<file path="src/rtl/core/bms_pkg.sv">
// ----------------------------------------------------------------------------
// bms_pkg
// Types, function codes and the built-in melody table of the buzzer melody
// sequencer.
// ----------------------------------------------------------------------------
package bms_pkg;

  // Function codes of an input item.
  localparam logic [1:0] FUNC_TICK    = 2'd0;
  localparam logic [1:0] FUNC_PLAY    = 2'd1;
  localparam logic [1:0] FUNC_ENQUEUE = 2'd2;

  localparam int          NUM_MELODIES = 6;
  localparam logic [2:0]  MELODY_LAST  = 3'd5;
  localparam logic [15:0] ELAPSED_MAX  = 16'hFFFF;

  typedef struct packed {
    logic [1:0] func;
    logic [2:0] sound_id;
  } bms_in_t;

  typedef struct packed {
    logic        tone_write;
    logic [10:0] tone_freq;
    logic        playing;
    logic        dropped;
  } bms_out_t;

  // Tone frequency in Hz of note n of melody m; past the end it reads 0.
  function automatic logic [10:0] note_freq(logic [2:0] m, logic [2:0] n);
    logic [10:0] f;
    f = 11'd0;
    case ({m, n})
      // Success
      6'o00: f = 11'd988;
      6'o01: f = 11'd1480;
      6'o02: f = 11'd1976;
      // Fail
      6'o10: f = 11'd1976;
      6'o11: f = 11'd1175;
      6'o12: f = 11'd784;
      // Wait: three beeps with pauses
      6'o20: f = 11'd1480;
      6'o22: f = 11'd1480;
      6'o24: f = 11'd1480;
      // Boot
      6'o30: f = 11'd784;
      6'o31: f = 11'd1175;
      6'o32: f = 11'd1568;
      6'o33: f = 11'd1976;
      // Start
      6'o40: f = 11'd262;
      6'o41: f = 11'd196;
      6'o42: f = 11'd196;
      6'o43: f = 11'd220;
      6'o44: f = 11'd196;
      6'o46: f = 11'd247;
      6'o47: f = 11'd262;
      // Jingle
      6'o50: f = 11'd523;
      6'o51: f = 11'd659;
      6'o52: f = 11'd784;
      6'o53: f = 11'd1047;
      default: f = 11'd0;
    endcase
    return f;
  endfunction

  // Duration in ms of note n of melody m.
  function automatic logic [8:0] note_ms(logic [2:0] m, logic [2:0] n);
    logic [8:0] d;
    d = 9'd0;
    case ({m, n})
      6'o00: d = 9'd100;
      6'o01: d = 9'd120;
      6'o02: d = 9'd150;
      6'o10: d = 9'd150;
      6'o11: d = 9'd200;
      6'o12: d = 9'd300;
      6'o20, 6'o22, 6'o24: d = 9'd100;
      6'o21, 6'o23, 6'o25: d = 9'd400;
      6'o30, 6'o31, 6'o32: d = 9'd100;
      6'o33: d = 9'd150;
      6'o41, 6'o42: d = 9'd163;
      6'o40, 6'o43, 6'o44, 6'o45, 6'o46, 6'o47: d = 9'd325;
      6'o50, 6'o51, 6'o52: d = 9'd120;
      6'o53: d = 9'd180;
      default: d = 9'd0;
    endcase
    return d;
  endfunction

  // Number of notes in melody m.
  function automatic logic [3:0] note_count(logic [2:0] m);
    logic [3:0] c;
    c = 4'd0;
    case (m)
      3'd0: c = 4'd3;
      3'd1: c = 4'd3;
      3'd2: c = 4'd6;
      3'd3: c = 4'd4;
      3'd4: c = 4'd8;
      3'd5: c = 4'd4;
      default: c = 4'd0;
    endcase
    return c;
  endfunction

endpackage

</file>
<file path="src/rtl/core/bms_ram.sv">
// ----------------------------------------------------------------------------
// bms_ram
// Generic single-write, single-read RAM with a registered read port.
// ----------------------------------------------------------------------------
module bms_ram #(
  parameter int WIDTH = 3,
  parameter int DEPTH = 8,
  localparam int AW = (DEPTH > 1) ? $clog2(DEPTH) : 1
) (
  input  logic             clk,
  input  logic             wr_en,
  input  logic [AW-1:0]    wr_addr,
  input  logic [WIDTH-1:0] wr_data,
  input  logic [AW-1:0]    rd_addr,
  output logic [WIDTH-1:0] rd_data
);

  logic [WIDTH-1:0] mem [DEPTH];

  // Write port and registered read port.
  always_ff @(posedge clk) begin
    if (wr_en) begin
      mem[wr_addr] <= wr_data;
    end
    rd_data <= mem[rd_addr];
  end

endmodule

</file>
<file path="src/rtl/core/buzzer_melody_sequencer_unit.sv">
// ----------------------------------------------------------------------------
// buzzer_melody_sequencer_unit
// Buzzer tone sequencer: plays melodies from a built-in note table, keeps a
// ring queue of melody ids in RAM and advances notes on millisecond ticks.
//
//   Channel | Signals                      | Direction | Payload
//   --------+------------------------------+-----------+-----------
//   input   | in_valid, in_ready, in_data  | in        | bms_in_t
//   output  | out_valid, out_ready, out_data | out     | bms_out_t
//
// Each item is accepted in S_IDLE while the queue RAM reads the head slot,
// then S_EXEC updates the state and loads the result register. A new item
// is accepted only in S_IDLE, once the result register is empty or being
// drained in the same cycle, so at most one item is in flight.
// Reset is synchronous and clears all control state; queue RAM contents are
// not cleared, only written slots are ever read.
// ----------------------------------------------------------------------------
module buzzer_melody_sequencer_unit
  import bms_pkg::*;
#(
  parameter int QUEUE_DEPTH = 8
) (
  input  logic     clk,
  input  logic     rst,
  input  logic     in_valid,
  output logic     in_ready,
  input  bms_in_t  in_data,
  output logic     out_valid,
  input  logic     out_ready,
  output bms_out_t out_data
);

  localparam int PW = (QUEUE_DEPTH > 1) ? $clog2(QUEUE_DEPTH) : 1;
  localparam logic [PW-1:0] PTR_LAST = PW'(QUEUE_DEPTH - 1);

  localparam logic S_IDLE = 1'b0;
  localparam logic S_EXEC = 1'b1;

  // Control and melody state.
  logic          state;
  bms_in_t       item;
  logic          current_valid;
  logic [2:0]    current_melody;
  logic [3:0]    note_index;
  logic          tone_on;
  logic [15:0]   elapsed_ms;
  logic [PW-1:0] queue_head;
  logic [PW-1:0] queue_tail;

  logic          current_valid_next;
  logic [2:0]    current_melody_next;
  logic [3:0]    note_index_next;
  logic          tone_on_next;
  logic [15:0]   elapsed_ms_next;
  logic [PW-1:0] queue_head_next;
  logic [PW-1:0] queue_tail_next;
  bms_out_t      result;

  // Queue RAM port signals.
  logic          q_wr_en;
  logic [2:0]    q_rd_data;

  logic          accept;
  logic [15:0]   elapsed_inc;
  logic [PW-1:0] head_inc;
  logic [PW-1:0] tail_inc;
  logic [3:0]    index_inc;
  logic [10:0]   cur_freq;
  logic [8:0]    cur_ms;
  logic          id_ok;

  assign accept   = in_valid && in_ready;
  assign in_ready = (state == S_IDLE) && (!out_valid || out_ready);

  // Melody queue; the read port always follows the head pointer.
  bms_ram #(
    .WIDTH(3),
    .DEPTH(QUEUE_DEPTH)
  ) u_queue (
    .clk    (clk),
    .wr_en  (q_wr_en),
    .wr_addr(queue_tail),
    .wr_data(item.sound_id),
    .rd_addr(queue_head),
    .rd_data(q_rd_data)
  );

  // Pointer steps and the current note lookup.
  assign head_inc    = (queue_head == PTR_LAST) ? '0 : queue_head + 1'b1;
  assign tail_inc    = (queue_tail == PTR_LAST) ? '0 : queue_tail + 1'b1;
  assign elapsed_inc = (elapsed_ms == ELAPSED_MAX) ? elapsed_ms : elapsed_ms + 16'd1;
  assign index_inc   = note_index + 4'd1;
  assign cur_freq    = note_freq(current_melody, note_index[2:0]);
  assign cur_ms      = note_ms(current_melody, note_index[2:0]);
  assign id_ok       = (item.sound_id <= MELODY_LAST);

  // Item execution: next state and result.
  always_comb begin
    current_valid_next  = current_valid;
    current_melody_next = current_melody;
    note_index_next     = note_index;
    tone_on_next        = tone_on;
    elapsed_ms_next     = elapsed_ms;
    queue_head_next     = queue_head;
    queue_tail_next     = queue_tail;
    q_wr_en             = 1'b0;
    result              = '0;

    case (item.func)
      FUNC_TICK: begin
        elapsed_ms_next = elapsed_inc;
        if (!current_valid) begin
          // Idle: pick up the next queued melody, if any.
          if (queue_head != queue_tail) begin
            current_melody_next = q_rd_data;
            queue_head_next     = head_inc;
            current_valid_next  = 1'b1;
            note_index_next     = 4'd0;
            tone_on_next        = 1'b0;
          end
        end else if (!tone_on) begin
          // Start the current note.
          result.tone_write = 1'b1;
          result.tone_freq  = cur_freq;
          elapsed_ms_next   = 16'd0;
          tone_on_next      = 1'b1;
        end else if (elapsed_inc >= {7'd0, cur_ms}) begin
          // Note over: silence and advance.
          result.tone_write = 1'b1;
          tone_on_next      = 1'b0;
          elapsed_ms_next   = 16'd0;
          note_index_next   = index_inc;
          if (index_inc >= note_count(current_melody)) begin
            if (queue_head == queue_tail) begin
              current_valid_next = 1'b0;
            end else begin
              current_melody_next = q_rd_data;
              queue_head_next     = head_inc;
              note_index_next     = 4'd0;
            end
          end
        end
      end
      FUNC_PLAY: begin
        if (id_ok) begin
          queue_head_next     = '0;
          queue_tail_next     = '0;
          current_valid_next  = 1'b1;
          current_melody_next = item.sound_id;
          note_index_next     = 4'd0;
          tone_on_next        = 1'b0;
          elapsed_ms_next     = 16'd0;
        end
      end
      FUNC_ENQUEUE: begin
        if (id_ok) begin
          if (tail_inc == queue_head) begin
            result.dropped = 1'b1;
          end else begin
            // The slot is written only in the cycle that executes the item.
            q_wr_en         = (state == S_EXEC);
            queue_tail_next = tail_inc;
          end
        end
      end
      default: begin
      end
    endcase

    result.playing = current_valid_next || (queue_head_next != queue_tail_next);
  end

  // Sequencer, state registers and result register.
  always_ff @(posedge clk) begin
    if (rst) begin
      state          <= S_IDLE;
      out_valid      <= 1'b0;
      current_valid  <= 1'b0;
      current_melody <= 3'd0;
      note_index     <= 4'd0;
      tone_on        <= 1'b0;
      elapsed_ms     <= 16'd0;
      queue_head     <= '0;
      queue_tail     <= '0;
    end else begin
      if (out_valid && out_ready) begin
        out_valid <= 1'b0;
      end
      unique case (state)
        S_IDLE: begin
          if (accept) begin
            state <= S_EXEC;
          end
        end
        S_EXEC: begin
          state          <= S_IDLE;
          out_valid      <= 1'b1;
          current_valid  <= current_valid_next;
          current_melody <= current_melody_next;
          note_index     <= note_index_next;
          tone_on        <= tone_on_next;
          elapsed_ms     <= elapsed_ms_next;
          queue_head     <= queue_head_next;
          queue_tail     <= queue_tail_next;
        end
        default: begin
          state <= S_IDLE;
        end
      endcase
    end
  end

  // Payload registers.
  always_ff @(posedge clk) begin
    if (accept) begin
      item <= in_data;
    end
    if (state == S_EXEC) begin
      out_data <= result;
    end
  end

`ifndef SYNTHESIS
  // An accepted item is executed in the next cycle.
  a_accept_exec: assert property (@(posedge clk) disable iff (rst)
    accept |=> (state == S_EXEC))
    else $error("accepted item not executed");

  // The result register is never overwritten while it holds a result.
  a_no_overrun: assert property (@(posedge clk) disable iff (rst)
    (state == S_EXEC) |-> (!out_valid || out_ready))
    else $error("result register overrun");

  // Silence is reported whenever no tone is written.
  a_freq_zero: assert property (@(posedge clk) disable iff (rst)
    (out_valid && !out_data.tone_write) |-> (out_data.tone_freq == 11'd0))
    else $error("frequency without tone write");

  // A full queue is never empty, so a dropped request reports playing.
  a_drop_playing: assert property (@(posedge clk) disable iff (rst)
    (out_valid && out_data.dropped) |-> out_data.playing)
    else $error("dropped request without playing status");
`endif

endmodule
</file>
<file path="config.mk">
export PLATFORM = sky130hd
export DESIGN_NAME = buzzer_melody_sequencer_unit
export DESIGN_NICKNAME = d
export VERILOG_FILES = /design/src/rtl/core/bms_pkg.sv /design/src/rtl/core/bms_ram.sv /design/src/rtl/core/buzzer_melody_sequencer_unit.sv
export SDC_FILE = /design/constraint.sdc
export NUM_CORES = 1
export LEC_CHECK = 0
export BUFFER_PORTS_ARGS = -buffer_cell sky130_fd_sc_hd__buf_2
export CAP_MARGIN = 20
export CORE_MARGIN = 5
export CORE_UTILIZATION = 39
export DETAILED_ROUTE_END_ITERATION = 10
export GPL_ROUTABILITY_DRIVEN = 1
export PLACE_DENSITY = 0.64
export SLEW_MARGIN = 10
export SYNTH_ARGS = -nofsm -noshare
export SYNTH_HDL_FRONTEND = slang
export SYNTH_HIERARCHICAL = 1
export SYNTH_SLANG_ARGS = --single-unit
export TNS_END_PERCENT = 50
</file>
<file path="constraint.sdc">
create_clock -name clk -period 10.7 [get_ports clk]
set_input_delay 1.07 -clock clk [delete_from_list [all_inputs] [get_ports clk]]
set_output_delay 1.07 -clock clk [all_outputs]
set_load 0.05 [all_outputs]
</file>
# Yosys cells after proc, flatten, opt, wreduce, memory -nomap -nowiden
# Memory sizes are Yosys's and may differ from the RTL's. A register that Yosys moved wholly into a read port is not among the register bits.
# Index checks and enable logic that the tools add are counted.
[totals]
mem_count = 3
mem_bits_rw = 24
latch_bits = 0
romBits = 1280
elab_cells = 133
ff_bits = 41
in_bits = 9
out_inout_bits = 16
[mem_list]
columns = ["name", "words", "word_bits", "read_ports", "rd_ports_with_merged_regs", "write_ports", "line", "text"]
rows = [
  ["(name not given)", 64, 11, 1, 1, 0, "bms_pkg.sv:33", "case ({m, n})"],
  ["(name not given)", 64, 9, 1, 0, 0, "bms_pkg.sv:73", "case ({m, n})"],
  ["u_queue.mem", 8, 3, 1, 1, 1, "bms_ram.sv:18", "logic [WIDTH-1:0] mem [DEPTH];"],
]
[op_classes]
mux = 67
eq_ne = 20
n_addsub = 4
n_bitwise = 3
reduce_logical = 19
magnitude_cmp = 3
n_shift = 0
div_mod_pow = 0
multipliers = 0
[ops]
columns = ["operator", "n"]
rows = [
  ["$mux W16", 5],
  ["$mux W3", 19],
  ["$mux W4", 11],
  ["$pmux W16 S2", 1],
  ["$mux W1", 23],
  ["$pmux W3 S2", 3],
  ["$add A16 B1 Y16 const B", 1],
  ["$eq A16 B16 Y1 const B", 1],
  ["$ge A16 B9 Y1", 1],
  ["$pmux W4 S4", 1],
  ["$ne A3 B3 Y1 const B", 5],
  ["$eq A3 B3 Y1 const B", 4],
  ["$pmux W4 S2", 1],
  ["$reduce_and A8 Y1", 1],
  ["$add A3 B1 Y3 const B", 2],
  ["$eq A3 B2 Y1 const B", 2],
  ["$eq A3 B3 Y1", 2],
  ["$ne A3 B3 Y1", 2],
  ["$pmux W1 S2", 3],
  ["$reduce_and A6 Y1", 1],
  ["$add A4 B1 Y4 const B", 1],
  ["$ge A4 B4 Y1", 1],
  ["$reduce_and A2 Y1", 2],
  ["$reduce_and A4 Y1", 1],
  ["15 further kinds", 22],
]

# Depth between registers and ports, before layout
[depth]
depth_word = 15
mapped_depth = 18
depth_no_buf = 16

# By module
# Netlist, hierarchy kept.
[modules_own_cells]
columns = ["mod", "area_each_um2", "cells_each", "instances", "seq_area_each_um2"]
rows = [
  ["buzzer_melody_sequencer_unit", 4021.4, 495, 1, 1231.2],
  ["bms_ram", 1042.2, 50, 1, 780.7],
]

# Least setup slack after synthesis
# OpenSTA, ideal clock, no wires.
[synth_timing]
path_type = "register to register"
start = "reg elapsed_ms[0]"
end = "reg elapsed_ms[9]"
n_path_buf = 2
path_slack_ns = 6.627
synth_period_minus_slack_ns = 4.073
setup_ns = 0.088
required_time_ns = 10.612
arrival_ns = 3.985
stages_incl_launch_ff = 16
cell_sequence = "dfxtp_1 ha_1 nand4_1 or4_1 clkbuf_1 mux2_2 ha_1 a21o_1 a211o_1 a221oi_1 o21ai_1 o31a_1 nor3_4 buf_6 nand2_1 a311oi_2"
[synth_between]
elab_chain_cells = 7
elab_cells_between_ends = 8
classes_between = "1 x add/sub; 1 x order compare; 1 x eq/ne; 5 x mux"
[synth_rtl]
columns = ["element", "line", "text"]
rows = [
  ["start: declaration", "buzzer_melody_sequencer_unit.sv:46", "logic [15:0] elapsed_ms;"],
  ["start signal: assignment", "buzzer_melody_sequencer_unit.sv:202", "elapsed_ms <= elapsed_ms_next;"],
  ["$add A16 B1 Y16 / $eq A16 B16 Y1 (equally long branches)", "buzzer_melody_sequencer_unit.sv:91", "assign elapsed_inc = (elapsed_ms == ELAPSED_MAX) ? elapsed_ms : elapsed_ms + 16'd1;"],
  ["$mux W16 *", "buzzer_melody_sequencer_unit.sv:91", ""],
  ["$ge A16 B9 Y1", "buzzer_melody_sequencer_unit.sv:127", "end else if (elapsed_inc >= {7'd0, cur_ms}) begin"],
  ["$mux W16", "buzzer_melody_sequencer_unit.sv:127", ""],
  ["$mux W16", "buzzer_melody_sequencer_unit.sv:121", "end else if (!tone_on) begin"],
  ["$mux W16 *", "buzzer_melody_sequencer_unit.sv:112", "if (!current_valid) begin"],
  ["$pmux W16 S2 *", "buzzer_melody_sequencer_unit.sv:109", "case (item.func)"],
]
# Mark *: on every way between the ends. The rest lies on a longest branch, timed or not.
# A chain may end at the register's enable or synchronous reset.

# Worst setup path after layout
# Same ends and word-level chain as after synthesis.

==> metrics <==
leading area contributor after synthesis=edfxtp_1; sequential fraction of the synthesis area=0.397; share of layout cells above drive strength 1=0.109; Worst-Margin Slew=0.689 ns; RePlAce Congestion=0.925; largest net degree at the start of global routing=38; Max-Cap Viols=0; Pins Over Slew Limit=0; HP Start=tone_on; Syn Inst Count=545; cell row count=41; VDD IR max=86.1 uV; synth cell count leaders=nor2_1, nand2_1, edfxtp_1; top-count cell post-synth=nor2_1; DP Wirelength=8.44 mm; GRT overflow=0; vias=4169; worst hold path type=flop to flop; ys flop type=edfxtp_1; RSZ-0062 raised after global routing=no; fmax=0.210 GHz; crit path DAT=5.02 ns; clk_lat worst skew=0.35 ns; LEAKAGE=2.07 nW; post-layout instance area=5600 sq um; GRT Total Usage=0.163; top cell type's share of synthesized area=0.255; Core ar.=12700 sq um; Max Buffers Root-to-Sink=2; critical path class=flop to flop; Post-Layout Cell Count=730; Die Y=124 um; Avg WL per Cell=16.3 um; top post-synthesis cells by area=edfxtp_1, dfxtp_1, ha_1; Final Hold Vio Count=0; vias per cell=5.71; Setup violations, final=0; initial antenna violation count=0; r2r endpoint=elapsed_ms[9]; Tcrit/Tclk final=0.445; fin nets=592; Resized cells post-CTS=0; Reg clk slew, reported paths=0.07 ns; Worst Path Max Fanout=18; die area=15400 sq um; Port Buf Inserts=24; diodes inserted=0; placed cell count=714; vias in the first global route=4056; Antenna Nets Post-Route=0; total power=731 uW; clk sink count=79; Initial Util=0.400; FF-to-FF path depth=14; asr flop ratio synth=0; Pre-Repair DR Iteration Count=5; fin util=0.442; Syn Nets=584; Worst R2R Start=elapsed_ms[0]; total negative setup slack=0 ns; CP required=10.96 ns; Routed WL=11.9 mm; Setup crit end=elapsed_ms[9]; Yosys cell types=65; Pwr Density=130 nW/um^2; H-tree depth=3; Critical Path Source=elapsed_ms[0]; CTS tree=done; area of the mapped netlist=5060 sq um; residual DRC count=0; area grow syn2layout=10.6%; Die Wd=124 um; crit path time final=4.76 ns; number of I/O pins=25; relative slew slack=0.540; Post-CTS Setup Bufs=0; Max Clock Skew=0.00973 ns; startpoint types=flop; status=finished clean; Post-synth EDFFs=43; area post-placement=5290 sq um; #FFs+latches synth=79; Yosys warnings=6; CP endpoint kind=flop; hold_buf cts=0; first-pass GRT wire length=19.6 mm; Num CTS Buffers=9; CTS Root Cell=clkbuf_16; DRT iter0 DRCs=349; setup slack, reg-to-reg=5.94 ns; synthesized area per cell=9.29 sq um
placed cells by master, fill, tap and decap left out, types with 9 or more instances in the layout:
master,n
clkbuf_16,9
ha_1,30
nand3_1,18
nand2b_1,11
nor2_1,57
xnor2_1,16
a22oi_1,10
dfxtp_1,36
mux2i_1,9
a21oi_1,34
nor3_1,14
a211oi_1,10
nand2_1,45
o21ai_0,28
edfxtp_1,43
buf_2,24
inv_1,23
worst min-delay path by stage:
stage                     to  slack, ns  depth (start not counted)
6_report             tone_on       0.50                          2
5_1_grt        note_index[3]       0.55                          1
4_1_cts              tone_on       0.50                          2
3_5_place_dp         tone_on       0.49                          2
3_3_place_gp   note_index[3]       0.48                          1
2_1_floorplan        tone_on       0.46                          2
routing by layer:
metal,track usage,part of all wire
met5,0,0
met4,0.0691,0.023
met3,0.0391,0.063
met2,0.270,0.48
met1,0.202,0.44
worst max-delay path, cell delays in order (launching register included):
cell and delay [ns]:
dfxtp_1 0.43, ha_1 0.20, nand4_1 0.22, or4_1 0.75, xnor2_1 0.27, ha_1 0.25, nand2b_1 0.14, a21o_1 0.17
a211o_1 0.28, a221oi_1 0.41, o21ai_1 0.18, o31a_1 0.35, nor3_4 0.54, a31oi_1 0.20, a311oi_2 0.26
final cells by class:
cell class / count / area [sq um]
Fill cell: 1213 / 7070
Inverter: 25 / 93.8
Tap cell: 172 / 215
Clock inverter: 7 / 83.8
Clock buffer: 9 / 225
Multi-Input combinational cell: 410 / 2820
Timing Repair Buffer: 28 / 150
Sequential cell: 79 / 2010
where the power goes:
part / switching, mW / internal, mW / total, mW / leakage [nW]
combinational: 0.0487 / 0.0255 / 0.0742 / 1.23
sequential: 0.00701 / 0.327 / 0.334 / 0.689
clock: 0.137 / 0.186 / 0.323 / 0.149
kinds of logic (layout without fill, tap and decap cells):
family | after synthesis | in the layout | synth area share
buf+inv | 56 | 69 | 0.0452
flops | 79 | 79 | 0.397
mux | 23 | 23 | 0.0667
xor+xnor | 19 | 19 | 0.0343
compound gates | 146 | 146 | 0.194
simple gates | 192 | 192 | 0.188
fa+ha+maj | 30 | 30 | 0.0741
flip-flops by register name (all words and copies together), names as in the netlist:
name / flops
current_melody: 3
current_valid: 1
elapsed_ms: 16
item: 5
note_index: 4
out_data: 14
out_valid: 1
queue_head: 3
queue_tail: 3
state: 1
tone_on: 1
u_queue/mem: 24
u_queue/rd_data: 3
stage by stage:
stage / hold WS (ns) / setup slack (ns)
6_report: 0.502 / 5.94
3_5_place_dp: 0.490 / 6.04
5_1_grt: 0.547 / 5.64
3_3_place_gp: 0.479 / 6.09
4_1_cts: 0.500 / 6.00
2_1_floorplan: 0.461 / 6.63
Power figures use the tool's default switching activity.
